`config.mk`:
```
export PLATFORM = sky130hd
export DESIGN_NAME = plc_dist
export DESIGN_NICKNAME = d
export VERILOG_FILES = /design/src/rtl/plc_pkg.sv /design/src/rtl/plc_dist.sv
export SDC_FILE = /design/constraint.sdc
export NUM_CORES = 2
export LEC_CHECK = 0
export BUFFER_PORTS_ARGS = -buffer_cell sky130_fd_sc_hd__buf_4
export CAP_MARGIN = 20
export CORE_MARGIN = 4
export CORE_UTILIZATION = 40
export CTS_CLUSTER_DIAMETER = 150
export DETAILED_ROUTE_END_ITERATION = 10
export REMOVE_ABC_BUFFERS = 1
export SETUP_SLACK_MARGIN = 0.2
export SYNTH_ARGS = -nofsm -noshare
export SYNTH_HDL_FRONTEND = slang
export SYNTH_SLANG_ARGS = --single-unit
```
`constraint.sdc`:
```
create_clock -name clk_i -period 8.4 [get_ports clk_i]
set_clock_uncertainty 0.2 [all_clocks]
set_input_delay 1.26 -clock clk_i [delete_from_list [all_inputs] [get_ports clk_i]]
set_output_delay 1.26 -clock clk_i [all_outputs]
set_load 0.01 [all_outputs]
```
`src/rtl/plc_pkg.sv`:
```
// plc_pkg: shared types, constants and helpers for the point leader clustering block
// no dependencies; used by plc_dist, plc_div and the top level
package plc_pkg;

  localparam int CoordBits   = 16;
  localparam int FracBits    = 8;
  localparam int MeanBits    = CoordBits + FracBits;
  localparam int CountBits   = 16;
  localparam int LimitBits   = 32;
  localparam int DivBits     = MeanBits + 1;
  localparam int DivisorBits = CountBits + 1;
  localparam int SqBits      = 2 * (CoordBits + 1);
  localparam int SumBits     = SqBits + 2;
  localparam int SlotBits    = 6;
  localparam int TotalBits   = 7;
  localparam int PartBits    = 3;
  localparam logic [LimitBits-1:0] LimitReset = 32'd400000;

  typedef enum logic [1:0] {
    ACT_START = 2'd0,
    ACT_ADD   = 2'd1,
    ACT_READ  = 2'd2,
    ACT_NONE  = 2'd3
  } action_e;

  typedef enum logic [PartBits-1:0] {
    PART_MEAN   = 3'd0,
    PART_LEFT   = 3'd1,
    PART_RIGHT  = 3'd2,
    PART_TOP    = 3'd3,
    PART_BOTTOM = 3'd4
  } part_e;

  typedef enum logic [0:0] {
    CFG_EDGE_LIMIT     = 1'b0,
    CFG_CENTROID_LIMIT = 1'b1
  } cfg_reg_e;

  typedef enum logic [3:0] {
    ST_IDLE,
    ST_RD_REQ,
    ST_RD_LATCH,
    ST_DIST,
    ST_DIV_GO,
    ST_DIV_WAIT,
    ST_UPDATE,
    ST_NEW,
    ST_FINISH
  } state_e;

  typedef logic signed [CoordBits-1:0] coord_t;
  typedef logic signed [MeanBits-1:0]  mean_t;

  typedef struct packed {
    coord_t x;
    coord_t y;
    coord_t z;
  } point_t;

  typedef struct packed {
    logic [CountBits-1:0] count;
    mean_t  mean_x;
    mean_t  mean_y;
    mean_t  mean_z;
    point_t last;
    point_t left;
    point_t right;
    point_t low;
    point_t high;
  } rec_t;

  typedef struct packed {
    action_e              action;
    coord_t               point_x;
    coord_t               point_y;
    coord_t               point_z;
    logic [SlotBits-1:0]  read_index;
    logic [PartBits-1:0]  read_part;
  } in_t;

  typedef struct packed {
    logic [SlotBits-1:0]  slot;
    logic                 opened_new;
    logic                 dropped_full;
    logic [TotalBits-1:0] cluster_total;
    logic [CountBits-1:0] member_count;
    coord_t               out_x;
    coord_t               out_y;
    coord_t               out_z;
  } out_t;

  // record of a freshly cleared slot 0
  function automatic rec_t reset_rec();
    rec_t r;
    r = '0;
    r.count = CountBits'(1);
    return r;
  endfunction

  // floor of a mean with fraction bits to whole millimetres
  function automatic coord_t floor_mean(mean_t m);
    return m[MeanBits-1:FracBits];
  endfunction

endpackage

```
`src/rtl/plc_dist.sv`:
```
// plc_dist: shared squared-distance unit, squares registered, sum after the register
// depends on plc_pkg
module plc_dist (
  input  logic                         clk_i,
  input  plc_pkg::point_t              a_i,
  input  plc_pkg::point_t              b_i,
  output logic [plc_pkg::SumBits-1:0]  sum_o
);

  localparam int DW = plc_pkg::CoordBits + 1;
  localparam int SW = plc_pkg::SqBits;

  logic signed [DW-1:0] dx, dy, dz;
  logic signed [2*DW-1:0] px, py, pz;
  logic [SW-1:0] sqx_q, sqy_q, sqz_q;

  // per-axis differences and squares
  always_comb begin
    dx = DW'(a_i.x) - DW'(b_i.x);
    dy = DW'(a_i.y) - DW'(b_i.y);
    dz = DW'(a_i.z) - DW'(b_i.z);
    px = dx * dx;
    py = dy * dy;
    pz = dz * dz;
  end

  always_ff @(posedge clk_i) begin
    sqx_q <= px[SW-1:0];
    sqy_q <= py[SW-1:0];
    sqz_q <= pz[SW-1:0];
  end

  // sum of the three squares
  assign sum_o = plc_pkg::SumBits'(sqx_q) + plc_pkg::SumBits'(sqy_q)
               + plc_pkg::SumBits'(sqz_q);

endmodule

```
After elaboration in Yosys (flattened, before gate mapping)
Index checks and enable logic that the tools add are counted.

Logic and storage cells: 11. Input port bits: 97. Memories kept: 0. Bits in writable memories: 0. Bits in read-only memories: 0. Register bits: 102. Bits in latches: 0. Output and inout port bits: 36.

Order comparisons: 0. Equal/unequal tests: 0. Divide/modulo/power cells: 0. Add/subtract/negate cells: 5. $mul: 3. Reduce and logical (&&, ||, !) cells: 0. Shift operators: 0. Bitwise logic cells: 0. Mux-type cells: 0.

Operators by type and width (number): $mul 17x17->34 (3); $sub 16x16->17 (3); $add 35x34->36 (1); $add 34x34->35 (1).

Depth between registers and ports, before layout
Word-level depth: 2. Gate-level depth with buffers: 40. Depth with buffers taken out: 37.

Least setup slack after synthesis
Ideal clock, no wire load.

Path kind: input to register. Start: in a_i[0] (netlist name). End: reg sqz_q[32]. Setup time: 0.072 ns. Buffers on the path: 2. Stages on the path: 37. Arrival: 8.810 ns. Path slack: -0.682 ns. Required time: 8.128 ns. Path through: inv_1 -> ha_1 -> fa_1 -> nor2b_1 -> o21ai_1 -> a21boi_0 -> o21ai_0 -> nand2b_1 -> a21oi_1 -> o211a_1 -> nand2b_1 -> a31o_2 -> buf_2 -> inv_2 -> buf_4 -> nor2_1 -> fa_1 -> inv_1 -> fa_1 -> inv_1 -> fa_1 -> fa_1 -> fa_1 -> inv_1 -> fa_1 -> inv_1 -> ha_1 -> a21o_1 -> a21o_1 -> a21o_1 -> a21oi_1 -> o31ai_1 -> o2111ai_1 -> nand3_1 -> a31o_2 -> a21oi_1 -> xnor2_1.

Word-level cells in the longest chain between the ends: 2.

Ends and longest elaborated chain: from (decl) (line plc_dist.sv:5) `input plc_pkg::point_t a_i,`; $sub 16x16->17 (line plc_dist.sv:21) `dz = DW'(a_i.z) - DW'(b_i.z);`; $mul 17x17->34 (line plc_dist.sv:24) `pz = dz * dz;`; named net pz[32] (line plc_dist.sv:14) `logic signed [2*DW-1:0] px, py, pz;`; to (signal assigned) (line plc_dist.sv:30) `sqz_q <= pz[SW-1:0];`; to (decl) (line plc_dist.sv:15) `logic [SW-1:0] sqx_q, sqy_q, sqz_q;`.

The timed path passes the listed nets, and every way through them passes these cells.

Worst setup path in the final report
Start: in a_i[32] (netlist name). End: reg sqx_q[32].

Word-level cells in the longest chain between the ends: 2.

Ends and longest elaborated chain: $sub 16x16->17 (line plc_dist.sv:19) `dx = DW'(a_i.x) - DW'(b_i.x);`; $mul 17x17->34 (line plc_dist.sv:22) `px = dx * dx;`; named net px[32] (line plc_dist.sv:14); to (signal assigned) (line plc_dist.sv:28) `sqx_q <= px[SW-1:0];`; to (decl) (line plc_dist.sv:15).

The timed path passes the listed nets, and every way through them passes these cells.

==> key figures <==
Clocking
  • Cts bufs inserted: 9
  • Cts-stage hold buffer count: 0
  • Clock slew at reported path FFs: 70 ps
  • Master cell of the clock root buffer: clkbuf_16
  • Number of clock sinks: 99
  • CTS tree: built
  • Max Root-Sink Buffers: 2
  • Maximum level of the CTS H-tree: 3

Synth
  • Flip-flop and latch count after synthesis: 99
  • Cell Area, Synth: 35300 sq um
  • Post-synthesis sequential area ratio: 0.0561
  • Dominant cell by count in the synthesized netlist: inv_1
  • Syn_area_per_cell: 9.18 sq um
  • Dominant cell type by area after synthesis: fa_1
  • Synth area leaders: fa_1 48%, ha_1 12%, inv_1 11%
  • Yosys warning count: 0
  • Most frequently used flop master after synthesis: dfxtp_1
  • Count of mapped cells out of synthesis: 3848
  • Yosys top cell area share: 0.481
  • Asr flop ratio synth: 0
  • Synth cell types: 85
  • Most instantiated cells after synthesis: 1071 x inv_1, 848 x fa_1, 343 x nor2_1
  • Post-synth EDFFs: 0

Worst setup path
  • Longest individual stage delay on the worst path: 560 ps
  • Slowest stage cell, crit path: fa_1
  • Required time of the worst setup path: 8480 ps
  • Critical path type: in -> reg
  • Arrival @ worst endpoint: 8700 ps
  • Startpoint type of the worst setup path: input pin
  • Most numerous cell on the critical path: fa_1
  • Worst-path fanout max: 5
  • Endpoint kind of the worst setup timing path: flip-flop

Placed design
  • Setup WS pre-CTS: -1550 ps
  • Placer Congestion: 0.907
  • Total half-perimeter wirelength after legalization and detailed placement: 78.9 mm
  • Count of input and output buffers: 132
  • Standard cell area after detailed placement: 42700 sq um

Detailed routing
  • Wire length reported by the detailed router: 90.8 mm
  • Drt initial violations: 1046
  • Average routed wire per standard cell: 15.4 um
  • Total via count after detailed routing: 27919
  • Drt pass-1 iters: 5
  • Final routed DRC violation total: 0
  • Per-cell via count in the routed design: 4.74
  • Number of nets with antenna violations after detailed routing: 0

Die
  • Number of I/O pins: 133
  • Total die area: 93100 sq um
  • Initial core utilization: 0.405
  • Core area: 87200 sq um
  • Die Ht: 305 um
  • Number of rows created at floorplan: 108
  • Die boundary width: 305 um

Finish
  • Number of antenna cells inserted: 0
  • Area of all placed cells without fillers: 46400 sq um
  • Syn-to-layout area delta: 31.4%
  • Fin nets: 6013
  • Share of cells above drive strength 1: 0.298
  • Layout fillers: 7951

Timing
  • Setup violations, final: 14
  • Count of endpoints failing hold in the final timing report: 0
  • Rel. slew slack: 0.593
  • Period utilisation layout: 1.03
  • Post-route minimum period: 8620 ps
  • RSZ-0062 raised after global routing: true
  • Final max-slew violation count: 0
  • Post-layout worst setup margin: -218 ps
  • Maximum clock frequency: 116 MHz
  • Worst-Margin Slew: 605 ps

Status
  • Violated checks: setup timing
  • Result of the run: finished with violations

Global routing
  • Fraction of met3 tracks used by global routing: 0.0180
  • Via count of the first global-routing pass: 31385
  • Busiest metal layer after global routing: met2
  • Met1 track utilization from global routing: 0.266
  • Pin count of the biggest net entering global routing: 19
  • Global route total overflow: 0
  • Gr usage total: 0.202
  • First-pass GRT wire length: 154 mm
  • Met2 Usage GRT: 0.367
  • Initial antenna violation count: 0

Run
  • Count of maximum capacitance violations: 0

Min path
  • Hold Path Class: in -> reg
-- layer usage --
metal / vias up / routed length [um]
li1: 13169 / -
met1: 14152 / 38400
met2: 452 / 47500
met3: 146 / 2710
met4: 0 / 2180
met5: - / 0
-- cell type report --
class,count,area (sq um),share of cell area
inverter,1092,4170,0.0898
multi-input combinational,2575,30800,0.664
timing repair buffer,959,7710,0.166
tap,1155,1450,0.0311
sequential,99,1980,0.0427
clock buffer,10,239,0.00515
clock inverter,6,55.1,0.00119
-- cells in the final DEF (no fill, tap or decap), types with 32 or more instances in the layout --
cell | Yosys | routed
inv_1 | 1071 | 1021
buf_4 | 2 | 861
fa_1 | 848 | 817
nor2_1 | 343 | 298
ha_1 | 332 | 297
nand2_1 | 312 | 269
xnor2_1 | 130 | 114
dfxtp_1 | 99 | 99
buf_6 | 3 | 76
a21o_1 | 72 | 72
a21oi_1 | 118 | 70
inv_2 | 11 | 46
a21oi_2 | 4 | 46
xor2_1 | 44 | 42
ha_4 | 0 | 34
nand2_2 | 0 | 32
-- cell families after synthesis --
| family | after synthesis | synth area share |
|---|---|---|
| simple gates | 802 | 0.0953 |
| fa+ha+maj | 1180 | 0.598 |
| xor+xnor | 178 | 0.0450 |
| compound gates | 409 | 0.0780 |
| other cells | 1 | 0.000106 |
| mux | 3 | 0.000850 |
| buf+inv | 1176 | 0.126 |
| flops | 99 | 0.0561 |
-- registers in the layout, summed over array words and instances (netlist names) --
register,flops
sqy_q,33
sqx_q,33
sqz_q,33
-- worst max-delay path, delay by kind of cell --
family,cells,cell delay [ps]
fa+ha+maj,9,3730
simple gates,5,960
buf+inv,8,600
xor+xnor,1,160
compound gates,12,1960
-- path summary, 6_finish.rpt --
| kind | from | to | slack [ps] | depth (start not counted) |
|---|---|---|---|---|
| max | a_i[32] | sqx_q[32] | -220 | 35 |
| min | b_i[32] | sqx_q[0] | 1210 | 4 |
-- per-stage QoR --
stage / setup TNS (ps) / std cells / util / hold slack, ps
2_1_floorplan: -18450 / 3766 / - / 1570
3_3_place_gp: -28950 / 5752 / 0.490 / 1700
3_5_place_dp: -31320 / 5752 / 0.490 / 1690
4_1_cts: -1460 / 5865 / 0.519 / 1210
5_1_grt: -10320 / 5896 / 0.532 / 1200
6_report: -1380 / 5896 / 0.532 / 1210
-- what timing repair did --
action | 4_1_cts | 5_1_grt
setup buffers | 97 | 31
pin swaps | 265 | 192
gates resized for setup | 359 | 230
endpoints found under the setup margin | 49 | 57
Power is left out: the tool's default activity adds up to more than one toggle a clock period on the data nets, which glitch-free logic cannot reach.
