`src/rtl/plc_ram.sv`:
```
// plc_ram: generic single-write, single-read memory with registered read data
// no dependencies
module plc_ram #(
  parameter int Width = 8,
  parameter int Depth = 64
) (
  input  logic                     clk_i,
  input  logic                     we_i,
  input  logic [$clog2(Depth)-1:0] waddr_i,
  input  logic [Width-1:0]         wdata_i,
  input  logic                     re_i,
  input  logic [$clog2(Depth)-1:0] raddr_i,
  output logic [Width-1:0]         rdata_o
);

  logic [Width-1:0] mem_q [Depth];
  logic [Width-1:0] rdata_q;

  // write port
  always_ff @(posedge clk_i) begin
    if (we_i) begin
      mem_q[waddr_i] <= wdata_i;
    end
  end

  // registered read port
  always_ff @(posedge clk_i) begin
    if (re_i) begin
      rdata_q <= mem_q[raddr_i];
    end
  end

  assign rdata_o = rdata_q;

endmodule

```
`config.mk`:
```
export PLATFORM = sky130hd
export DESIGN_NAME = plc_ram
export DESIGN_NICKNAME = d
export VERILOG_FILES = /design/src/rtl/plc_ram.sv
export SDC_FILE = /design/constraint.sdc
export NUM_CORES = 1
export LEC_CHECK = 0
export ABC_AREA = 1
export ABC_CLOCK_PERIOD_IN_PS = 2570
export BUFFER_PORTS_ARGS = -buffer_cell sky130_fd_sc_hd__buf_4
export CAP_MARGIN = 15
export CORE_UTILIZATION = 55
export CTS_CLUSTER_SIZE = 25
export DETAILED_ROUTE_END_ITERATION = 7
export MAX_ROUTING_LAYER = met4
export PLACE_DENSITY = 0.71
export SETUP_SLACK_MARGIN = 0.05
export SYNTH_ARGS = -nofsm -noshare
export SYNTH_HDL_FRONTEND = slang
export SYNTH_SLANG_ARGS = --single-unit
```
`constraint.sdc`:
```
create_clock -name clk_i -period 2.57 [get_ports clk_i]
set_input_delay 0.514 -clock clk_i [delete_from_list [all_inputs] [get_ports clk_i]]
set_output_delay 0.514 -clock clk_i [all_outputs]
set_load 0.1 [all_outputs]
```
-- Yosys cells after proc, flatten, opt, wreduce, memory -nomap -nowiden
Memory sizes are Yosys's and may differ from the RTL's. A register that Yosys moved wholly into a read port is not among the register bits.
Cells that the tools add are included.
- add/sub/neg operators: 0
- multiply operators: 0
- divide/modulo/power cells: 0
- order comparisons: 0
- eq/ne operators: 0
- shifts and indexed selects: 0
- muxes and demuxes: 2
- bitwise logic cells: 0
- reductions and logical operators: 0
- operators by type and width (kind ; count):
    two-way mux 1 bit ; 2
- register bits: 0
- latch bits: 0
- memory bits (writable): 512
- memory bits (read-only): 0
- bits of input ports: 23
- output and inout port bits: 8
- word-level logic and storage cells: 3
- memories: 1
- memory list (name ; words ; bits a word ; read ports ; clocked after Yosys merged registers in ; write ports ; line ; source):
    mem_q ; 64 ; 8 ; 1 ; 1 ; 1 ; 16 ; logic [Width-1:0] mem_q [Depth];

-- Depth between registers and ports, before layout
Gate-level depths: netlist of run 1.
- word-level depth: 2
- gate-level depth with buffers: 12
- mapped depth without buffers: 9

-- Worst setup path before layout of run 1
Ideal clock, no wire load.
- path type: input to register
- from: in we_i
- to: mem mem_q[48][0], enable pin
- setup time: 395 ps
- arrival time: 1885 ps
- required time: 2175 ps
- path slack: 290 ps
- cell stages on the path: 3
- path buffers: 1
- cell sequence: clkbuf_1 nand4_1 nor4_1
- longest elaborated chain between the ends: 2
- ends and longest elaborated chain (element ; line ; source):
    from (decl) ; 8 ; input logic we_i,
    two-way mux 1 bit ; 21 ; if (we_i) begin
    two-way mux 1 bit (not written as such) ; 22 ; mem_q[waddr_i] <= wdata_i;
    to (decl) ; 16 ;
No other way between the ends.

-- Worst setup path after layout of run 1
- from: reg rdata_q[6] (netlist: rdata_o[6]) (read register of mem_q)
- to: out rdata_o[6]
- RTL lines (element ; line ; source):
    from (decl) ; 17 ; logic [Width-1:0] rdata_q;
    to (decl) ; 13 ; output logic [Width-1:0] rdata_o
No word-level cell between the ends.

==> metrics.md, run 1 <==
| Metric | Value |
|---|---|
| Clock buffer depth | `3` |
| Final Cycle Share | `0.739` |
| Detailed placement HPWL | `30,500 um` |
| Crit. End Element | `primary output` |
| Worst R2R Start | `mem_q[39][1]` |
| Final Hold Violating Endpoints | `0` |
| Req. time, crit path | `2.06 ns` |
| Maximum vdd drop | `0.575 mV` |
| Area leader, netlist | `edfxtp_1` |
| Synth top area cells | `edfxtp_1, nand2_1, nand3_1, buf_6, nor2_1` |
| Tightest Pin Transition | `0.796 ns` |
| Die Area | `0.0397 mm^2` |
| Skew-Pair Late Insertion Delay | `0.59 ns` |
| Post-DR vias/cell | `5.83` |
| Syn avg cell area | `11.9 um^2` |
| Crit-path max cell delay | `0.46 ns` |
| Largest net degree at the start of global routing | `72` |
| Drt pass-1 iters | `7` |
| Total Routing Usage GR | `0.282` |
| Remaining global-route overflow | `0` |
| Final wirelength | `52,500 um` |
| Post-layout nets | `1,905` |
| Detail Route met2 WL | `24,200 um` |
| Yosys warnings | `0` |
| Mapped cell area | `0.0214 mm^2` |
| Final antenna diode count | `0` |
| Count leader, synth | `nand2_1` |
| Syn_nets | `1,828` |
| Detailed Route Iter0 Violations | `1,468` |
| Initial antenna violation count | `0` |
| CP startpoint | `rdata_o[6]` |
| Setup bufs post-CTS | `0` |
| PortBufs | `30` |
| Asr flop ratio synth | `0` |
| DRC Markers | `0` |
| CP Cell Sequence | `buf_4` |
| Sequential-to-total area share from yosys stat | `0.729` |
| Cts bufs inserted | `51` |
| Leakage power figure | `8.84 nW` |
| Metal1 wirelength | `21,200 um` |
| Routed wl met3 | `5420 um` |
| Period minus WS final | `1.90 ns` |
| Setup crit start kind | `flip-flop` |
| Synth Instances | `1,805` |
| Max layer used | `met4` |
| H-tree Lvls | `2` |
| #FFs+latches synth | `520` |
| Crit path buf inv count | `1` |
| Yosys top cell area share | `0.729` |
| # hold bufs at CTS | `0` |
| Max Clock Freq | `526 MHz` |
| Comb power frac | `0.067` |
| First-pass GRT wire length | `79,900 um` |
| WP depth | `1` |
| Post-synth top cells | `nand2_1, edfxtp_1, nand3_1` |
| Share of layout cells above drive strength 1 | `0.109` |
| RSZ-0062 raised after global routing | `false` |
| Final slew viol count | `0` |
| # Max-Cap Violations | `0` |
| Top delay family on crit path | `flip-flops` |
| Relative slew slack | `0.470` |
| CP max FO | `1` |
| Clock power frac | `0.411` |
| TritonCTS clock tree | `yes` |
| R2R Setup Slk | `1.08 ns` |
| CP Class | `reg -> out` |
| Via count | `14,207` |
| Hold path cells | `1` |
| Path depth of the worst reg2reg path | `8` |
| Sw frac | `0.222` |
| Run status | `complete, no violations` |
| Int Power | `0.0141 W` |
| Hold WC Path Type | `in -> reg` |
| Vert. Die Dim | `199 um` |
| Row cnt | `71` |
| Seq pwr share | `0.522` |
| Setup-failing EPs final | `0` |
| CORE AREA | `0.0380 mm^2` |
| Io pins | `31` |
| Die width | `199 um` |
| Drt wl/cell | `21.6 um` |
| Antenna viol nets, final | `0` |
| WP data arrival | `1.39 ns` |
| R2r endpoint | `rdata_o[1]` |
| Sw power | `0.00400 W` |
| Power per cell area | `749 mW/mm^2` |
| Clk_skew | `0.0129 ns` |
| Initial core utilization | `0.563` |
| Slowest CP cell | `edfxtp_1` |
| Root Buffer | `clkbuf_16` |
| Vias in the first global route | `13,764` |
| P&R area growth vs syn | `12.7%` |
| Power after layout | `0.0181 W` |
| Main synth FF type | `edfxtp_1` |
| CTS sink count | `520` |
| Clock slew at the register clock pins of the worst setup and hold paths | `0.06 ns` |
| Resized cells post-CTS | `0` |
| CP endpoint | `rdata_o[6]` |
| Final setup TNS | `0 ns` |
| Post-synth EDFFs | `520` |
| Netlist cell types | `15` |
| GPL Wtd Cong | `0.906` |
-- power by group through the flow --
stage | Sequential, W | Combinational (W) | Clock [W]
2_1_floorplan | 0.00969 | 0.000660 | 0
3_3_place_gp | 0.00961 | 0.00118 | 0
3_5_place_dp | 0.00961 | 0.00119 | 0
4_1_cts | 0.00943 | 0.00120 | 0.00750
5_1_grt | 0.00943 | 0.00131 | 0.00783
6_report | 0.00943 | 0.00121 | 0.00742
-- per-layer routing --
layer  global-route usage  up-vias
li1                     -     6504
met1                0.378     6841
met2                0.423      754
met3               0.0655      108
met4                0.101        0
met5                    -        -
-- cells by family after synthesis --
logic type,after synthesis,share of synthesized area
buffers and inverters,125,0.0401
flip-flops,520,0.729
AND/OR/NAND/NOR,1160,0.231
-- layout make-up --
class | count | area [um^2]
Multi-Input combinational cell | 1160 | 4950
Tap cell | 511 | 639
Clock inverter | 34 | 302
Clock buffer | 61 | 1360
Sequential cell | 520 | 15600
Fill cell | 2918 | 13900
Inverter | 12 | 52.6
Timing Repair Buffer | 137 | 1220
-- worst min path at each step --
| stage | from | endpoint | slack [ns] |
|---|---|---|---|
| finish | re_i | rdata_o[5] | 0.29 |
| global route | re_i | rdata_o[2] | 0.26 |
| CTS | re_i | rdata_o[1] | 0.26 |
| detailed placement | re_i | rdata_o[3] | 0.87 |
| global placement | re_i | rdata_o[7] | 0.87 |
| floorplan | wdata_i[0] | mem_q[0][0] | 0.61 |
-- sequential cells by signal, summed over array words and instances, names as in the netlist --
register  count
mem_q       512
rdata_o       8
-- placed cells by master (no fill, tap or decap), types with 9 or more instances in the layout --
master | Yosys | final
clkbuf_16 | 0 | 53
nor2_1 | 56 | 56
buf_12 | 0 | 15
clkinv_1 | 0 | 17
buf_4 | 14 | 121
nand3_1 | 439 | 439
inv_1 | 10 | 9
nand4_1 | 9 | 9
edfxtp_1 | 520 | 520
clkinv_2 | 0 | 10
nand2_1 | 648 | 648
-- metrics by stage --
step	cells	worst slack, ns	area, um^2	util	hold slack (ns)
floorplan	1805	0.290	21400	-	0.613
global placement	2340	0.230	22500	0.591	0.866
detailed placement	2340	0.252	22500	0.591	0.871
CTS	2435	0.665	24100	0.635	0.257
global route	2435	0.638	24100	0.635	0.260
finish	2435	0.670	24100	0.635	0.286
(Power assumes the default switching activity.)
==> run 2: changes to the inputs <==
--- a/config.mk
+++ b/config.mk
@@ -5,15 +5,15 @@
 export SDC_FILE = /design/constraint.sdc
 export NUM_CORES = 1
 export LEC_CHECK = 0
-export ABC_AREA = 1
-export ABC_CLOCK_PERIOD_IN_PS = 2570
+export ABC_AREA = 0
+export ABC_CLOCK_PERIOD_IN_PS = 1600
 export BUFFER_PORTS_ARGS = -buffer_cell sky130_fd_sc_hd__buf_4
 export CAP_MARGIN = 15
 export CORE_UTILIZATION = 55
 export CTS_CLUSTER_SIZE = 25
 export DETAILED_ROUTE_END_ITERATION = 7
 export MAX_ROUTING_LAYER = met4
-export PLACE_DENSITY = 0.71
+export PLACE_DENSITY = 0.74
 export SETUP_SLACK_MARGIN = 0.05
 export SYNTH_ARGS = -nofsm -noshare
 export SYNTH_HDL_FRONTEND = slang
==> constraint.sdc (replaced) <==
create_clock -name clk_i -period 1.6 [get_ports clk_i]
set_input_delay 0.32 -clock clk_i [delete_from_list [all_inputs] [get_ports clk_i]]
set_output_delay 0.32 -clock clk_i [all_outputs]
set_load 0.1 [all_outputs]
==> metrics.md, run 2 <==
| Metric | Value |
|---|---|
| CTS sink count | `520` |
| Sw frac | `0.208` |
| Post-route cell area | `0.0247 mm^2` |
| TritonCTS clock tree | `yes` |
| Total Routing Usage GR | `0.253` |
| Largest net degree at the start of global routing | `65` |
| Cts bufs inserted | `51` |
| Syn_nets | `963` |
| Final setup TNS | `-2.75 ns` |
| Post-DR vias/cell | `6.27` |
| Hold_ws | `0.0688 ns` |
| Clock slew at the register clock pins of the worst setup and hold paths | `0.06 ns` |
| Row cnt | `69` |
| Main synth FF type | `edfxtp_1` |
| Final Cycle Share | `1.24` |
| Clock power frac | `0.396` |
| Setup bufs post-CTS | `0` |
| Sw power | `0.00588 W` |
| Seq pwr share | `0.536` |
| Final Hold Violating Endpoints | `0` |
| DRC Markers | `0` |
| Drt pass-1 iters | `5` |
| Max Clock Freq | `504 MHz` |
| Clock buffer depth | `3` |
| Finished Layout Cells | `1,596` |
| Post-layout nets | `1,121` |
| GPL Wtd Cong | `0.843` |
| Period minus WS final | `1.99 ns` |
| Placed Instances | `1,506` |
| Asr flop ratio synth | `0` |
| Path depth of the worst reg2reg path | `5` |
| Comb power frac | `0.068` |
| CP Class | `reg -> reg` |
| Max reg flops | `512` |
| Worst setup margin | `-0.385 ns` |
| Via count | `10,012` |
| Remaining global-route overflow | `0` |
| Post-synth EDFFs | `520` |
| Power per cell area | `1140 mW/mm^2` |
| Leakage power figure | `7.84 nW` |
| Post-synth top cells | `edfxtp_1, mux4_2, nor2_1` |
| Initial antenna violation count | `0` |
| Detailed placement HPWL | `28,700 um` |
| Vert. Die Dim | `194 um` |
| Die Area | `0.0376 mm^2` |
| Share of layout cells above drive strength 1 | `0.400` |
| Sequential-to-total area share from yosys stat | `0.771` |
| Vias in the first global route | `10,381` |
| Synth Instances | `940` |
| Die width | `194 um` |
| Skew-Pair Late Insertion Delay | `0.56 ns` |
| Yosys warnings | `0` |
| Relative slew slack | `0.544` |
| Mapped cell area | `0.0202 mm^2` |
| CP max FO | `1` |
| Power after layout | `0.0283 W` |
| Antenna viol nets, final | `0` |
| Root Buffer | `clkbuf_16` |
| Count leader, synth | `edfxtp_1` |
| Final antenna diode count | `0` |
| Netlist cell types | `39` |
| Hold WC Path Type | `in -> reg` |
| Clk_skew | `0.0114 ns` |
| Yosys top cell area share | `0.771` |
| Maximum vdd drop | `0.869 mV` |
| Worst R2R Start | `mem_q[39][4]` |
| Area leader, netlist | `edfxtp_1` |
| Final wirelength | `44,300 um` |
| Largest reg by FF count | `mem_q` |
| CORE AREA | `0.0359 mm^2` |
| Failing checks | `setup timing` |
| Syn avg cell area | `21.5 um^2` |
| First-pass GRT wire length | `66,500 um` |
| # hold bufs at CTS | `0` |
| Final slew viol count | `0` |
| Hold path cells | `1` |
| Crit. End Element | `flip-flop` |
| RSZ-0062 raised after global routing | `true` |
| Setup-failing EPs final | `9` |
| # Max-Cap Violations | `0` |
| Int Power | `0.0224 W` |
| P&R area growth vs syn | `22.2%` |
| PortBufs | `30` |
| R2r endpoint | `rdata_o[4]` |
| Hold path startpoint | `re_i` |
| Drt wl/cell | `27.8 um` |
| Setup crit start kind | `flip-flop` |
| Detailed Route Iter0 Violations | `938` |
| Io pins | `31` |
| Req. time, crit path | `1.90 ns` |
| R2R Setup Slk | `-0.39 ns` |
| WP data arrival | `2.28 ns` |
| Placed Area | `0.0230 mm^2` |
| Initial core utilization | `0.564` |
| #FFs+latches synth | `520` |
| Most frequent cells in the layout | `edfxtp_1, mux4_2, buf_4, buf_12, nor2_4` |
| Fillers | `2,183` |
| Hold Path Sink | `rdata_o[0]` |
| Most common cell after layout, fill and taps aside | `edfxtp_1` |
| Synth top area cells | `edfxtp_1, mux4_2, nor2_1, mux2i_1, mux2_2` |
| H-tree Lvls | `2` |
| Run status | `complete, but fails checks` |
| Tightest Pin Transition | `0.685 ns` |
## run 2: changes by cell type in the layout (fill, tap and decap cells not counted), moves of 11 or more
cell	before	now
mux4_2	0	126
nand3_1	439	8
buf_4	121	83
buf_12	15	69
mux2i_1	0	23
mux2_2	0	12
nand2_1	648	15
nor2_4	0	55
nor2b_1	0	11
nor2_2	0	11
nor2_1	56	17
## run 2: worst max-delay path by stage
stage / from / endpoint / slack (ns)
floorplan: raddr_i[0] / rdata_o[7] / -0.41
global placement: raddr_i[0] / rdata_o[7] / -0.90
detailed placement: raddr_i[0] / rdata_o[7] / -0.91
CTS: mem_q[1][2] / rdata_o[2] / -0.41
global route: mem_q[39][4] / rdata_o[4] / -0.43
finish: mem_q[39][4] / rdata_o[4] / -0.39
## run 2: cell type report
cell class | instances | area [um^2] | share of cell area
sequential | 520 | 15600 | 0.631
multi-input combinational | 369 | 4940 | 0.200
timing repair buffer | 156 | 2060 | 0.0832
clock buffer | 64 | 1370 | 0.0553
tap | 461 | 577 | 0.0233
clock inverter | 26 | 188 | 0.00758
## run 2: critical path: stages (launching register included)
cell      delay (ns)
edfxtp_1        0.38
mux4_2          0.54
mux4_2          0.51
nor2_1          0.10
buf_4           0.12
o32ai_1         0.07
## run 2: what timing repair did
action	in CTS	in global routing
pin swaps	5	2
resized for setup	33	12
setup endpoints to repair	15	16
## run 2: metal layers
metal,up-vias,GRT usage,share of wire
met5,-,-,0
met4,0,0.0720,0.026
met3,85,0.0423,0.071
met2,412,0.402,0.50
met1,5249,0.342,0.40
li1,4266,-,-
## run 2: power groups by stage
stage / Clock [W] / Sequential [W] / Combinational [W]
6_report: 0.0112 / 0.0152 / 0.00192
5_1_grt: 0.0119 / 0.0152 / 0.00202
4_1_cts: 0.0114 / 0.0152 / 0.00191
3_5_place_dp: 0 / 0.0154 / 0.00184
3_3_place_gp: 0 / 0.0154 / 0.00180
2_1_floorplan: 0 / 0.0156 / 0.000901
## run 2: through the flow
stage          utilization  setup WS, ns
5_1_grt              0.689        -0.434
2_1_floorplan            -        -0.405
6_report             0.689        -0.385
4_1_cts              0.688        -0.413
3_5_place_dp         0.640        -0.913
3_3_place_gp         0.640        -0.903
## run 2: kinds of logic after synthesis
group / Yosys count / synth area share
compound gates: 54 / 0.0206
buf+inv: 51 / 0.0156
flops: 520 / 0.771
mux: 162 / 0.159
simple gates: 153 / 0.0337
==> run 3: changes to the inputs <==
--- a/config.mk
+++ b/config.mk
@@ -9,11 +9,12 @@
 export ABC_CLOCK_PERIOD_IN_PS = 1600
 export BUFFER_PORTS_ARGS = -buffer_cell sky130_fd_sc_hd__buf_4
 export CAP_MARGIN = 15
-export CORE_UTILIZATION = 55
+export CORE_ASPECT_RATIO = 2
+export CORE_UTILIZATION = 54
 export CTS_CLUSTER_SIZE = 25
 export DETAILED_ROUTE_END_ITERATION = 7
 export MAX_ROUTING_LAYER = met4
-export PLACE_DENSITY = 0.74
+export PLACE_DENSITY_LB_ADDON = 0.2
 export SETUP_SLACK_MARGIN = 0.05
 export SYNTH_ARGS = -nofsm -noshare
 export SYNTH_HDL_FRONTEND = slang
==> metrics.md, run 3 (same netlist as run 2, synthesis figures left out) <==
| Metric | Value |
|---|---|
| CP Class | `reg -> reg` |
| First-pass GRT wire length | `69,900 um` |
| Io pins | `31` |
| Placed Instances | `1,526` |
| Die Area | `0.0383 mm^2` |
| TritonCTS clock tree | `yes` |
| Path depth of the worst reg2reg path | `5` |
| Finished Layout Cells | `1,598` |
| Largest reg by FF count | `mem_q` |
| P&R area growth vs syn | `22.1%` |
| Cts bufs inserted | `43` |
| Fillers | `2,346` |
| Drt pass-1 iters | `6` |
| RSZ-0062 raised after global routing | `true` |
| Root Buffer | `clkbuf_16` |
| Most common cell after layout, fill and taps aside | `edfxtp_1` |
| Hold_ws | `0.0679 ns` |
| Seq pwr share | `0.553` |
| DRC Markers | `0` |
| Maximum vdd drop | `0.947 mV` |
| Pre-CTS WS | `-0.952 ns` |
| Period minus WS final | `1.96 ns` |
| Most frequent cells in the layout | `edfxtp_1, mux4_2, buf_4, buf_12, nor2_4` |
| Run status | `complete, but fails checks` |
| Clk_skew | `0.0117 ns` |
| Req. time, crit path | `1.89 ns` |
| Final setup TNS | `-2.35 ns` |
| PortBufs | `30` |
| Reg area | `0.0156 mm^2` |
| Final antenna diode count | `0` |
| Relative slew slack | `0.539` |
| CP max FO | `1` |
| Via count | `9,845` |
| Sw power | `0.00572 W` |
| GPL Wtd Cong | `0.852` |
| Slowest CP cell | `mux4_2` |
| CORE AREA | `0.0370 mm^2` |
| Skew-Pair Late Insertion Delay | `0.55 ns` |
| Post-DR vias/cell | `6.16` |
| Share of layout cells above drive strength 1 | `0.416` |
| CTS sink count | `520` |
| Comb power frac | `0.071` |
| Remaining global-route overflow | `0` |
| Final Hold Violating Endpoints | `0` |
| Initial core utilization | `0.547` |
| Crit. End Element | `flip-flop` |
| Int Power | `0.0217 W` |
| Drt wl/cell | `29.7 um` |
| # Max-Cap Violations | `0` |
| Vias in the first global route | `10,476` |
| Clock buffer depth | `3` |
| Max reg flops | `512` |
| Final Cycle Share | `1.22` |
| Total Routing Usage GR | `0.268` |
| Max Clock Freq | `511 MHz` |
| Antenna viol nets, final | `0` |
| Worst setup margin | `-0.358 ns` |
| Largest net degree at the start of global routing | `65` |
| H-tree Lvls | `2` |
| Sw frac | `0.209` |
| Tightest Pin Transition | `0.692 ns` |
| Die width | `139 um` |
| Initial antenna violation count | `0` |
| Failing checks | `setup timing` |
| Post-layout util | `0.667` |
| Multi-input logic area | `0.00500 mm^2` |
| Leakage power figure | `7.86 nW` |
| Final slew viol count | `0` |
| CP Cell Sequence | `mux4_2, mux2_2, o221a_4, nor3_4, o32ai_1` |
| Clock power frac | `0.376` |
| Vert. Die Dim | `276 um` |
| Hold path cells | `1` |
| Hold WC Path Type | `in -> reg` |
| Clock slew at the register clock pins of the worst setup and hold paths | `0.07 ns` |
| WP data arrival | `2.25 ns` |
| Setup crit start kind | `flip-flop` |
| Detailed placement HPWL | `33,000 um` |
| Setup-failing EPs final | `8` |
| Post-layout nets | `1,136` |
| Final wirelength | `47,400 um` |
| Power per cell area | `1110 mW/mm^2` |
| Crit-path max cell delay | `0.48 ns` |
| Row cnt | `100` |
| Detailed Route Iter0 Violations | `563` |
==> run 3: cell types whose count changed in the layout (fill, tap and decap cells not counted), moves of 6 or more <==
cell	previous run	this run
clkbuf_1	11	5
clkbuf_16	53	46
buf_12	69	61
buf_4	83	111
clkinv_1	14	8
==> run 3: layer usage <==
metal	wire [um]	share of wire	global-route usage
met4	1990	0.042	0.120
met5	0	0	-
met2	27400	0.58	0.502
met1	16500	0.35	0.285
met3	1510	0.032	0.0264
==> run 3: power by group through the flow <==
stage,combinational [W],clock [W],sequential (W)
floorplan,0.000901,0,0.0156
global placement,0.00184,0,0.0154
detailed placement,0.00186,0,0.0154
CTS,0.00195,0.0105,0.0151
global route,0.00205,0.0109,0.0151
finish,0.00196,0.0103,0.0151
==> run 3: final timing paths <==
path | from | to | slack [ns]
worst max-delay path | mem_q[21][6] | rdata_o[6] | -0.36
worst min-delay path | wdata_i[0] | mem_q[16][0] | 0.07
worst max register to register | mem_q[21][6] | rdata_o[6] | -0.36
worst min register to register | mem_q[54][7] | rdata_o[7] | 0.98
==> run 3: critical path, delay by kind of cell, from the launching register on <==
family | cells | cell delay (ns)
mux | 2 | 0.77
simple gates | 1 | 0.15
flops | 1 | 0.37
compound gates | 2 | 0.39
==> run 3: through the flow <==
stage / total power (W) / cell area, um^2
global route: 0.0281 / 24700
floorplan: 0.0165 / 20900
detailed placement: 0.0173 / 23100
global placement: 0.0173 / 23100
finish: 0.0274 / 24700
CTS: 0.0275 / 24700
==> run 3: repair_timing <==
action	CTS	global route
gates cloned	1	0
hold buffers	0	0
endpoints found under the setup margin	14	11
buffers inserted	0	0
pin swaps	6	1
resized for setup	38	9
==> run 3: final cells by class <==
class	count	share of cell area
clock buffer	50	0.0463
clock inverter	21	0.00815
multi-input combinational	369	0.202
sequential	520	0.632
tap	459	0.0232
timing repair buffer	179	0.0884
