`config.mk`:
```
export PLATFORM = sky130hd
export DESIGN_NAME = plc_div
export DESIGN_NICKNAME = d
export VERILOG_FILES = /design/src/rtl/plc_pkg.sv /design/src/rtl/plc_div.sv
export SDC_FILE = /design/constraint.sdc
export NUM_CORES = 1
export LEC_CHECK = 0
export BUFFER_PORTS_ARGS = -buffer_cell sky130_fd_sc_hd__buf_2
export CORE_ASPECT_RATIO = 0.6
export CORE_MARGIN = 2
export CORE_UTILIZATION = 60
export CTS_BUF_LIST = sky130_fd_sc_hd__clkbuf_8
export DETAILED_ROUTE_END_ITERATION = 12
export GPL_TIMING_DRIVEN = 0
export PLACE_DENSITY = 0.84
export SYNTH_ARGS = -nofsm -noshare
export SYNTH_HDL_FRONTEND = slang
export SYNTH_SLANG_ARGS = --single-unit
```
`constraint.sdc`:
```
create_clock -name clk_i -period 4.1 [get_ports clk_i]
set_input_delay 0 -clock clk_i [delete_from_list [all_inputs] [get_ports clk_i]]
set_output_delay 0 -clock clk_i [all_outputs]
set_load 0.005 [all_outputs]
```
`src/rtl/plc_pkg.sv`:
```
// plc_pkg: shared types, constants and helpers for the point leader clustering block
// no dependencies; used by plc_dist, plc_div and the top level
package plc_pkg;

  localparam int CoordBits   = 16;
  localparam int FracBits    = 8;
  localparam int MeanBits    = CoordBits + FracBits;
  localparam int CountBits   = 16;
  localparam int LimitBits   = 32;
  localparam int DivBits     = MeanBits + 1;
  localparam int DivisorBits = CountBits + 1;
  localparam int SqBits      = 2 * (CoordBits + 1);
  localparam int SumBits     = SqBits + 2;
  localparam int SlotBits    = 6;
  localparam int TotalBits   = 7;
  localparam int PartBits    = 3;
  localparam logic [LimitBits-1:0] LimitReset = 32'd400000;

  typedef enum logic [1:0] {
    ACT_START = 2'd0,
    ACT_ADD   = 2'd1,
    ACT_READ  = 2'd2,
    ACT_NONE  = 2'd3
  } action_e;

  typedef enum logic [PartBits-1:0] {
    PART_MEAN   = 3'd0,
    PART_LEFT   = 3'd1,
    PART_RIGHT  = 3'd2,
    PART_TOP    = 3'd3,
    PART_BOTTOM = 3'd4
  } part_e;

  typedef enum logic [0:0] {
    CFG_EDGE_LIMIT     = 1'b0,
    CFG_CENTROID_LIMIT = 1'b1
  } cfg_reg_e;

  typedef enum logic [3:0] {
    ST_IDLE,
    ST_RD_REQ,
    ST_RD_LATCH,
    ST_DIST,
    ST_DIV_GO,
    ST_DIV_WAIT,
    ST_UPDATE,
    ST_NEW,
    ST_FINISH
  } state_e;

  typedef logic signed [CoordBits-1:0] coord_t;
  typedef logic signed [MeanBits-1:0]  mean_t;

  typedef struct packed {
    coord_t x;
    coord_t y;
    coord_t z;
  } point_t;

  typedef struct packed {
    logic [CountBits-1:0] count;
    mean_t  mean_x;
    mean_t  mean_y;
    mean_t  mean_z;
    point_t last;
    point_t left;
    point_t right;
    point_t low;
    point_t high;
  } rec_t;

  typedef struct packed {
    action_e              action;
    coord_t               point_x;
    coord_t               point_y;
    coord_t               point_z;
    logic [SlotBits-1:0]  read_index;
    logic [PartBits-1:0]  read_part;
  } in_t;

  typedef struct packed {
    logic [SlotBits-1:0]  slot;
    logic                 opened_new;
    logic                 dropped_full;
    logic [TotalBits-1:0] cluster_total;
    logic [CountBits-1:0] member_count;
    coord_t               out_x;
    coord_t               out_y;
    coord_t               out_z;
  } out_t;

  // record of a freshly cleared slot 0
  function automatic rec_t reset_rec();
    rec_t r;
    r = '0;
    r.count = CountBits'(1);
    return r;
  endfunction

  // floor of a mean with fraction bits to whole millimetres
  function automatic coord_t floor_mean(mean_t m);
    return m[MeanBits-1:FracBits];
  endfunction

endpackage

```
`src/rtl/plc_div.sv`:
```
// plc_div: radix-2 restoring divider, signed dividend, unsigned divisor, truncating
// depends on plc_pkg
module plc_div (
  input  logic                                clk_i,
  input  logic                                rst_ni,
  input  logic                                start_i,
  input  logic signed [plc_pkg::DivBits-1:0]  dividend_i,
  input  logic [plc_pkg::DivisorBits-1:0]     divisor_i,
  output logic                                done_o,
  output logic signed [plc_pkg::DivBits-1:0]  quot_o
);

  localparam int NW = plc_pkg::DivBits;
  localparam int RW = plc_pkg::DivisorBits;
  localparam int CW = $clog2(NW + 1);

  logic          busy_q, done_q, neg_q;
  logic [CW-1:0] cnt_q;
  logic [NW-1:0] num_q;
  logic [RW-1:0] rem_q;
  logic [RW-1:0] dsr_q;
  logic [RW:0]   trial;
  logic          qbit;

  // one quotient bit per cycle
  always_comb begin
    trial = {rem_q, num_q[NW-1]};
    qbit  = (trial >= {1'b0, dsr_q});
  end

  always_ff @(posedge clk_i or negedge rst_ni) begin
    if (!rst_ni) begin
      busy_q <= 1'b0;
      done_q <= 1'b0;
      cnt_q  <= '0;
    end else begin
      done_q <= 1'b0;
      if (start_i) begin
        busy_q <= 1'b1;
        cnt_q  <= CW'(NW);
      end else if (busy_q) begin
        cnt_q <= cnt_q - CW'(1);
        if (cnt_q == CW'(1)) begin
          busy_q <= 1'b0;
          done_q <= 1'b1;
        end
      end
    end
  end

  // operand and partial remainder registers
  always_ff @(posedge clk_i) begin
    if (start_i) begin
      neg_q <= dividend_i[NW-1];
      num_q <= dividend_i[NW-1] ? NW'(-dividend_i) : NW'(dividend_i);
      rem_q <= '0;
      dsr_q <= divisor_i;
    end else if (busy_q) begin
      rem_q <= qbit ? RW'(trial - {1'b0, dsr_q}) : RW'(trial);
      num_q <= {num_q[NW-2:0], qbit};
    end
  end

  assign done_o = done_q;
  assign quot_o = neg_q ? -$signed(num_q) : $signed(num_q);

endmodule

```
[Word-level counts from Yosys, hierarchy flattened]
Cells that the tools add are included.
Word-level totals
  bits in registers: 67
  bits in latches: 0
  RAM bits: 0
  ROM bits: 0
  input bits: 45
  output and inout bits: 26
  logic and storage cells: 27
  memories kept: 0
Cells by class
  $add $sub $neg: 4
  multipliers: 0
  div/mod/pow operators: 0
  $lt $le $gt $ge: 1
  equal/unequal tests: 1
  shift operators: 0
  multiplexer cells: 13
  bitwise gates (word level): 0
  reductions and logical operators: 1
Operator list (count)
  two-way mux 25 bit: 4
  negation 25 bit: 2
  greater-or-equal comparator 18 x 17 -> 1 bit: 1
  two-way mux 17 bit: 1
  subtractor 17 bit: 1
  two-way mux 5 bit: 2
  two-way mux 1 bit: 6
  == test 5 x 1 -> 1 bit, second input constant: 1
  subtractor 5 x 1 -> 5 bit, second input constant: 1
  nonzero test 2 bit: 1

[Depth between registers and ports, before layout]
Gate-level depths: netlist of run 1.
  depth after elaboration: 4
  depth in mapped cells: 11
  depth with buffers taken out: 10

[Worst setup path after synthesis of run 1]
No wires, ideal clock.
  path kind: register to register
  start point: register num_q[24]
  end point: register rem_q[10]
  setup time: 0.137 ns
  arrival time: 2.752 ns
  data required time: 3.963 ns
  path slack: 1.211 ns
  stages on the path, launching flop included: 12
  path buffers: 1
  period minus slack after synthesis: 2.889 ns
  path through: edfxtp_1 > inv_1 > ha_1 > inv_1 > fa_1 > a21o_1 > a221oi_1 > o21ai_1 > o211ai_2 > buf_4 > mux2i_1 > a211oi_1
Between the ends
  cells in the longest elaborated chain, start to end: 2
  elaborated cells on any way between the ends: 3
  those cells by class: add/sub (1); order compare (1); mux (1)
Ends and longest elaborated chain
  start, declared: line plc_div.sv:19  | logic [NW-1:0] num_q;
  start signal, assigned: line plc_div.sv:55  | num_q <= dividend_i[NW-1] ? NW'(-dividend_i) : NW'(dividend_i);
  start signal, assigned: line plc_div.sv:60  | num_q <= {num_q[NW-2:0], qbit};
  subtractor 17 bit or greater-or-equal comparator 18 x 17 -> 1 bit (tied branches): line plc_div.sv:59, plc_div.sv:28
  two-way mux 17 bit *: line plc_div.sv:59  | rem_q <= qbit ? RW'(trial - {1'b0, dsr_q}) : RW'(trial);
  end signal, assigned: line plc_div.sv:59
  end, declared: line plc_div.sv:20  | logic [RW-1:0] rem_q;
Every way passes the cells marked *; elsewhere a longest branch is shown, timed or not.
A chain may end at the register's enable or synchronous reset.

[Worst setup path in the final report of run 1]
  start point: register num_q[24]
  end point: register rem_q[15]
Same word-level chain as after synthesis.

==> results, run 1 <==
- For this run, the register share of the synthesized area comes to 0.388.
- No sink is reached through more buffers than the 2 on the longest clock path.
- The source-to-sink clock delay at the later pin of the worst-skew pair is 0.36 ns.
- The number of buffers created by CTS is 9.
- The maximum number of pins on one net before global-route repair is 26.
- The minimum setup slack in the final design is 0.304 ns.
- Dividing the detail-routed wire length by the instance count gives 17.7 um.
- The share of the clock period used by the worst path after layout is 0.926.
- The post-CTS setup buffer count is 0.
- After legalization and detailed placement, the total HPWL measured 9.13 mm.
- Of the total synthesized cell area, the portion taken by XOR and XNOR cells is 0.109.
- The leakage power summed over all cells is 2.31 nW.
- The number of search-and-repair iterations in the first detailed-routing pass is 6.
- The tool flagged a number of max-cap violations equal to 0.
- The setup total negative slack is 0 ns.
- After detailed placement, the design holds a cell count of 676.
- The peak clock frequency supported by timing is 0.263 GHz.
- The mean area per synthesized cell is 9.28 um2.
- By area, the combinational part of the netlist is dominated by compound AO/OA/AOI/OAI gates.
- Clock-pin slew was measured on the worst setup and hold paths at 0.08 ns.
- For this run, the total global-route usage over all layers was measured as 0.298.
- The power per cell area is 319 nW/um2.
- The initial antenna violation count came to 0.
- In this run the number of cells on the critical path is 11.
- The average vias per placed instance is 6.09.
- The area of the core is 7390 um2.
- The quantity of gates resized following cts is 0.
- The initial detailed-routing violation count is 444.
- The startpoint identified for the worst register-to-register timing path is num_q[24]$_DFFE_PP_.
- The post-layout net count is 669.
- The max-slew headroom at the worst pin is 0.477.
- In this run the cell area of the synthesized design comes to 4660 um2.
- For the pin with the worst max-slew slack, the measured transition is 0.784 ns.
- The number of synthesized flops with an enable pin is 43.
- The total number of clock tree sinks is 67.
- The count of port buffers added during placement is 70.
- For this run the aggregate overflow at the end of global routing stands at 0.
- The ratio of cells with drive above 1 in the final layout is 0.176.
- The path class of the lowest-slack min-delay path is input port to asynchronous set/reset pin.
- The number of antenna diodes in the final layout is 0.
- For flop-to-flop paths, the worst setup slack is 0.30 ns.
- Of the total synthesized cell area, the portion taken by full adders, half adders and majority gates is 0.0607.
- The global placement routability congestion is 0.949.
- The first global-routing pass estimated 19.8 mm of wire.
- The final count of hold timing violations came to 0.
- The max-slew violation count came to 0.
- Summed over all layers, the routed wires come to 12.6 mm.
- The worst endpoint data arrival time is 4.04 ns.
- Along the worst path, the maximum fanout reaches 10.
- The compound-gate portion of the synthesized area is 0.192.
- The most critical setup path has its startpoint at num_q[24]$_DFFE_PP_.
- The critical path is of the flip-flop to flip-flop type.
- Synthesis produced a netlist with a net count of 569.
- The worst setup path is launched from a flip-flop.
- The overall die height is 72.3 um.
- The maximum cell stage delay along the critical path is 0.57 ns.
- The total die area is 8510 um2.
- The sequential cells in the finished layout cover a total of 1810 um2.
- The kind of cell with the highest combined delay along the critical path is compound AO/OA/AOI/OAI gates.
- The count of unique library cells instantiated by Yosys is 61.
- The gate count of the mapped netlist is 502.
- The layout has 554 filler cells.
- Together, buffers and inverters on the worst path number 3.
- The finished layout holds 711 standard cells, fillers aside.
- Summing over every cut layer, the via total after detailed routing is 4332.
- Traced cell by cell, the critical path runs through inv_1 > ha_1 > inv_1 > fa_1 > a21o_1 > a221oi_1 > o21ai_1 > o211ai_2 > buf_2 > nand2_1 > a311oi_1.
- Of the total synthesized cell area, the portion taken by AND, OR, NAND and NOR gates is 0.171.
- The cell at the slowest stage of the critical path is a221oi_1.
- In this design, the critical path's most frequently occurring cell is inv_1.
- The area added between synthesis and finish is 18.2%.
- The critical path required time is 4.35 ns.
- The number of global-route vias before repair is 4010.
- The die is 118 um wide.
- The worst register-to-register path has a depth of 11.
- The total DRC errors in the routed layout is 0.
- The total area of multi-input combinational cells is 2610 um2.
- During synthesis, Yosys emitted a total of 0 warnings.
- TritonCTS built the clock tree.
- The flip-flop and latch count after synthesis is 67.
- The final count of negative-setup-slack endpoints is 0.
- The fraction of registers with async set or reset after synthesis is 0.104.
- OpenSTA, run right after detailed placement, puts the worst setup slack at 0.425 ns.
- The row count is 24.
- The multiplexer share of the synthesized area is 0.0279.
- The post-cts hold buffer count is 19.
- Setup repair after global routing left no endpoint under its margin.
- The kind of capture point of the worst setup path is a flip-flop.
- The H-tree generated during clock tree synthesis spans 3 levels.
- The I/O pin count is 71.
- The cell sitting at the root of the clock tree is a clkbuf_8.
- After layout, the minimum clock period comes to 3.80 ns.
- The count of nets left with antenna violations once routing finished came out at 0.
- The run finished with clean final reports.
- For the final database, setup skew stands at 0.0119 ns.
- For this configuration, the core starts out at a cell density of 0.631.
- For this run, the leading register cell type out of synthesis is edfxtp_1.
- The worst-case IR drop observed on VDD is 260 uV.
-- Yosys cell counts (7+ instances only) --
| master | count | area (um2) |
|---|---|---|
| xor2_1 | 23 | 201 |
| dfxtp_1 | 17 | 340 |
| a211oi_1 | 10 | 75.1 |
| nor2_1 | 59 | 221 |
| a311oi_1 | 7 | 61.3 |
| ha_1 | 21 | 263 |
| mux2i_1 | 13 | 130 |
| a21oi_1 | 38 | 190 |
| o31ai_1 | 12 | 90.1 |
| o21ai_0 | 22 | 110 |
| inv_1 | 35 | 131 |
| edfxtp_1 | 43 | 1290 |
| xnor2_1 | 35 | 307 |
| nand2_1 | 28 | 105 |
| dfrtp_1 | 7 | 175 |
| clkbuf_1 | 19 | 71.3 |
| or4_1 | 9 | 67.6 |
| nand2b_1 | 13 | 81.3 |
-- flip-flops by register name (all words and copies together) (netlist names) --
signal	flops
busy_q	1
dsr_q	17
done_o	1
rem_q	17
neg_q	1
cnt_q	5
num_q	25
-- area by class of cell --
class,count,share of cell area
Multi-Input combinational cell,374,0.474
Sequential cell,67,0.328
Timing Repair Buffer,89,0.0981
Inverter,35,0.0238
Tap cell,104,0.0236
Clock buffer,9,0.0225
Buffer,26,0.0200
Clock inverter,7,0.00977
-- cells by family (layout without fill, tap and decap cells) --
family,Yosys count,count (layout)
simple gates,153,153
compound gates,128,128
flops,67,67
buf+inv,61,166
xor+xnor,58,58
fa+ha+maj,22,22
mux,13,13
-- metal layers --
layer  track usage  wire (um)
met2         0.466       5600
met3        0.0770       1410
met1         0.418       5440
met4        0.0763        173
met5             0          0
-- report_power, final --
part	internal, mW	switching [mW]	leakage (nW)
sequential	0.782	0.0597	0.649
combinational	0.186	0.209	1.55
clock	0.269	0.253	0.106
total	1.24	0.522	2.31
-- worst reg2reg max path, stage by stage, from the launching register on --
cell	delay [ns]
edfxtp_1	0.48
inv_1	0.11
ha_1	0.16
inv_1	0.05
fa_1	0.40
a21o_1	0.21
a221oi_1	0.57
o21ai_1	0.40
o211ai_2	0.52
buf_2	0.34
nand2_1	0.11
a311oi_1	0.34
-- worst paths after layout --
check / end
setup reg to reg: rem_q[15]$_SDFFE_PP0P_
max in group asynchronous: cnt_q[2]$_DFFE_PN0P_
min in group clk_i: num_q[20]$_DFFE_PP_
hold / removal: done_o$_DFF_PN0_
setup / recovery: rem_q[15]$_SDFFE_PP0P_
hold reg to reg: rem_q[7]$_SDFFE_PP0P_
-- placed cells by master, fill, tap and decap left out, drive strengths merged, types with 17 or more instances in the layout --
| cell type | synthesis | final |
|---|---|---|
| ha | 21 | 21 |
| edfxtp | 43 | 43 |
| nor2 | 59 | 59 |
| clkbuf | 20 | 29 |
| o21ai | 24 | 24 |
| nand2 | 28 | 28 |
| inv | 35 | 39 |
| xnor2 | 35 | 35 |
| xor2 | 23 | 23 |
| buf | 6 | 76 |
| a21oi | 38 | 38 |
| dlygate4sd3 | 0 | 19 |
| dfxtp | 17 | 17 |
-- metrics by stage --
stage                     hold slack (ns)  total power, mW   util  instance area (um2)
final                              0.0103             1.76  0.746                 5510
after global routing               0.0357             1.83  0.746                 5510
after floorplan                    -0.296             1.08      -                 4660
after detailed placement           -0.156             1.23  0.696                 5140
after CTS                         0.00623             1.75  0.746                 5510
after global placement             -0.159             1.20  0.696                 5140
Power figures use the tool's default switching activity.
==> run 2, diff against run 1 <==
--- a/config.mk
+++ b/config.mk
@@ -6,13 +6,14 @@
 export NUM_CORES = 1
 export LEC_CHECK = 0
 export BUFFER_PORTS_ARGS = -buffer_cell sky130_fd_sc_hd__buf_2
+export CAP_MARGIN = 20
 export CORE_ASPECT_RATIO = 0.6
 export CORE_MARGIN = 2
-export CORE_UTILIZATION = 60
+export CORE_UTILIZATION = 64
 export CTS_BUF_LIST = sky130_fd_sc_hd__clkbuf_8
 export DETAILED_ROUTE_END_ITERATION = 12
 export GPL_TIMING_DRIVEN = 0
-export PLACE_DENSITY = 0.84
+export PLACE_DENSITY = 0.88
 export SYNTH_ARGS = -nofsm -noshare
 export SYNTH_HDL_FRONTEND = slang
 export SYNTH_SLANG_ARGS = --single-unit
==> constraint.sdc (replaced) <==
create_clock -name clk_i -period 4.91 [get_ports clk_i]
set_input_delay 0 -clock clk_i [delete_from_list [all_inputs] [get_ports clk_i]]
set_output_delay 0 -clock clk_i [all_outputs]
set_load 0.005 [all_outputs]
==> results, run 2 (synthesis results as in run 1) <==
- The global-route wire length before repair is 19.4 mm.
- The library cells used most frequently in the layout, excluding fill and tap cells, are buf_2, nor2_1, edfxtp_1.
- The fill cell instance count of the final layout is 499.
- The worst path needs 3.70 ns of the cycle, external delays included.
- The area added between synthesis and finish is 18.9%.
- The leading cell type in the layout, fill and taps excluded is buf_2.
- The net count of the finished layout is 670.
- The I/O pin count is 71.
- The clock-pin transition on the worst setup and hold timing paths is 0.08 ns.
- The design draws 1.54 mW.
- On the final layout, the worst clock skew is 0.0103 ns.
- The path type of the worst setup path is flip-flop to flip-flop.
- More flip-flops sit in one register than any other, and that register is num_q.
- The worst-path maximum fanout is 10.
- The sequential cell area is 1810 um2.
- The initial detailed-routing violation count is 346.
- Counting along the longest clock path gives a buffer depth of 2.
- The antenna cell count is 0.
- On the critical path, the stage with the largest delay is an instance of a221oi_1.
- Setup repair after global routing left no endpoint under its margin.
- Of the available clock period, the critical path in the final layout requires 0.754.
- Summing all multi-input logic gate instances after layout gives 2610 um2.
- The total routed wirelength is 12.0 mm.
- At the worst endpoint, the required time is 5.16 ns.
- The clock tree root buffer cell is clkbuf_8.
- The switching share of power is 0.292.
- For the pin with the worst max-slew slack, the measured transition is 0.756 ns.
- After detailed routing, the average wire length per cell comes to 17.2 um.
- For this design the ratio of total power to cell area is 279 nW/um2.
- The max-slew violation count was 0.
- The final count of hold timing violations came to 0.
- Across the run, the number of max-cap violations was 0.
- The number of global-route vias before repair came to 3993.
- IR analysis of the VDD net gives a maximum drop of 196 uV.
- The die covers 8000 um2.
- The final count of negative-setup-slack endpoints is 0.
- Detailed routing inserted a total of 4251 vias.
- Counting stages on the worst path, the most repeated cell is inv_1.
- The gate family responsible for the most delay along the worst path is compound AO/OA/AOI/OAI gates.
- The post-CTS setup buffer count is 0.
- The source-to-sink clock delay at the later pin of the worst-skew pair is 0.36 ns.
- Entering global routing, the biggest net connects 26 pins.
- The average vias per placed instance is 6.08.
- The part of the total power dissipated in combinational logic is 0.212.
- The global placement routability congestion is 0.930.
- Of the cells placed in the final design, the portion with a size suffix greater than 1 is 0.183.
- The half-perimeter wire length after detailed placement is 8.63 mm.
- The first TritonRoute pass finished after 4 iterations.
- The flip-flop count of the largest register, all copies and words added is 25.
- The clock tree from TritonCTS is done.
- The clock share of power is 0.333.
- The internal power of the cells totals 1.09 mW.
- The kind of capture point of the worst setup path is a flip-flop.
- The critical path goes through inv_1 > ha_1 > inv_1 > fa_1 > a21o_1 > a221oi_1 > o21ai_1 > o211ai_2 > buf_4 > nand2_1 > a311oi_1.
- The number of nets with antenna violations after detailed routing is 0.
- For this run, the total global-route usage over all layers was measured as 0.312.
- The total DRC errors in the routed layout is 0.
- The setup total negative slack is 0 ns.
- The initial standard-cell utilization of the core is 0.652.
- In this run the core area contains 24 standard-cell rows.
- Buffers inserted during clock tree synthesis total 9.
- In this design, the stage delay of the slowest critical-path cell is 0.57 ns.
- Summed over all cells, the static leakage comes to 2.31 nW.
- The chip width is 114 um.
- The max-slew headroom at the worst pin is 0.496.
- The largest registers in the layout are num_q x25, dsr_q x17, rem_q x17.
- The overall die height is 70.1 um.
- The kind of launch point of the worst setup path is a flip-flop.
- Of the total power, registers draw 0.454.
- The count of port buffers added during placement is 70.
- Based on the critical path, the design can be clocked at up to 0.270 GHz.
- The area of the core is 7150 um2.
- The H-tree was split into 3 levels.
- The initial antenna violation count was 1.
- The worst hold path belongs to the class input port to flip-flop.
- The run finished with clean final reports.
- The overall overflow remaining after global route is 0.
- The total number of clock tree sinks is 67.
- The worst endpoint data arrival time is 3.95 ns.
- The analysis attributes to net switching a power of 451 uW.
- Together, buffers and inverters on the worst path number 3.
-- run 2: cell count changes in the layout (fill, tap and decap cells not counted), sizes merged --
cell	before	now
clkinv	2	1
dlygate4sd3	19	20
bufinv	1	2
clkinvlp	0	2
inv	39	37
-- run 2: layout make-up --
class	instances	share of cell area
buffer	26	0.0199
clock buffer	9	0.0224
clock inverter	7	0.0167
inverter	35	0.0237
multi-input combinational	374	0.471
sequential	67	0.326
tap	91	0.0205
timing repair buffer	90	0.0993
-- run 2: final timing paths --
path                                  startpoint               endpoint  slack (ns)  depth (start not counted)
setup / recovery             num_q[24]$_DFFE_PP_  rem_q[0]$_SDFFE_PP0P_        1.21                         11
hold / removal                    dividend_i[20]    num_q[20]$_DFFE_PP_        0.04                          3
setup reg to reg             num_q[24]$_DFFE_PP_  rem_q[0]$_SDFFE_PP0P_        1.21                         11
hold reg to reg            rem_q[7]$_SDFFE_PP0P_  rem_q[7]$_SDFFE_PP0P_        0.52                          2
max in group asynchronous                 rst_ni   cnt_q[2]$_DFFE_PN0P_        4.03                          3
min in group asynchronous                 rst_ni   cnt_q[3]$_DFFE_PN0P_        0.60                          3
-- run 2: timing repair --
action | in CTS | in global routing
hold endpoints to repair | 25 | 0
hold buffers | 20 | 0
gates resized for setup | 0 | 0
-- run 2: routing by layer --
metal	part of all wire	global-route usage
met4	0.014	0.0854
met5	0.0011	0
met2	0.44	0.462
met1	0.45	0.449
met3	0.095	0.0911
-- run 2: worst min-delay path, cell delays in order --
cell and delay (ns):
buf_2 0.09, xor2_1 0.06, a21oi_1 0.13
-- run 2: power by group through the flow --
stage | Clock [mW] | Combinational, mW | Sequential (mW)
3_3_place_gp | 0 | 0.296 | 0.708
2_1_floorplan | 0 | 0.201 | 0.698
6_report | 0.515 | 0.328 | 0.702
3_5_place_dp | 0 | 0.308 | 0.711
4_1_cts | 0.514 | 0.323 | 0.699
5_1_grt | 0.539 | 0.362 | 0.708
-- run 2: stage by stage --
stage	setup slack [ns]	instance area (um2)	hold WS (ns)	utilization	cells
floorplan	2.02	4660	-0.296	-	502
global placement	1.42	5120	-0.160	0.717	663
detailed placement	1.36	5120	-0.154	0.717	663
CTS	1.33	5540	0.0360	0.775	699
global route	1.04	5540	0.0576	0.775	699
finish	1.21	5540	0.0415	0.775	699
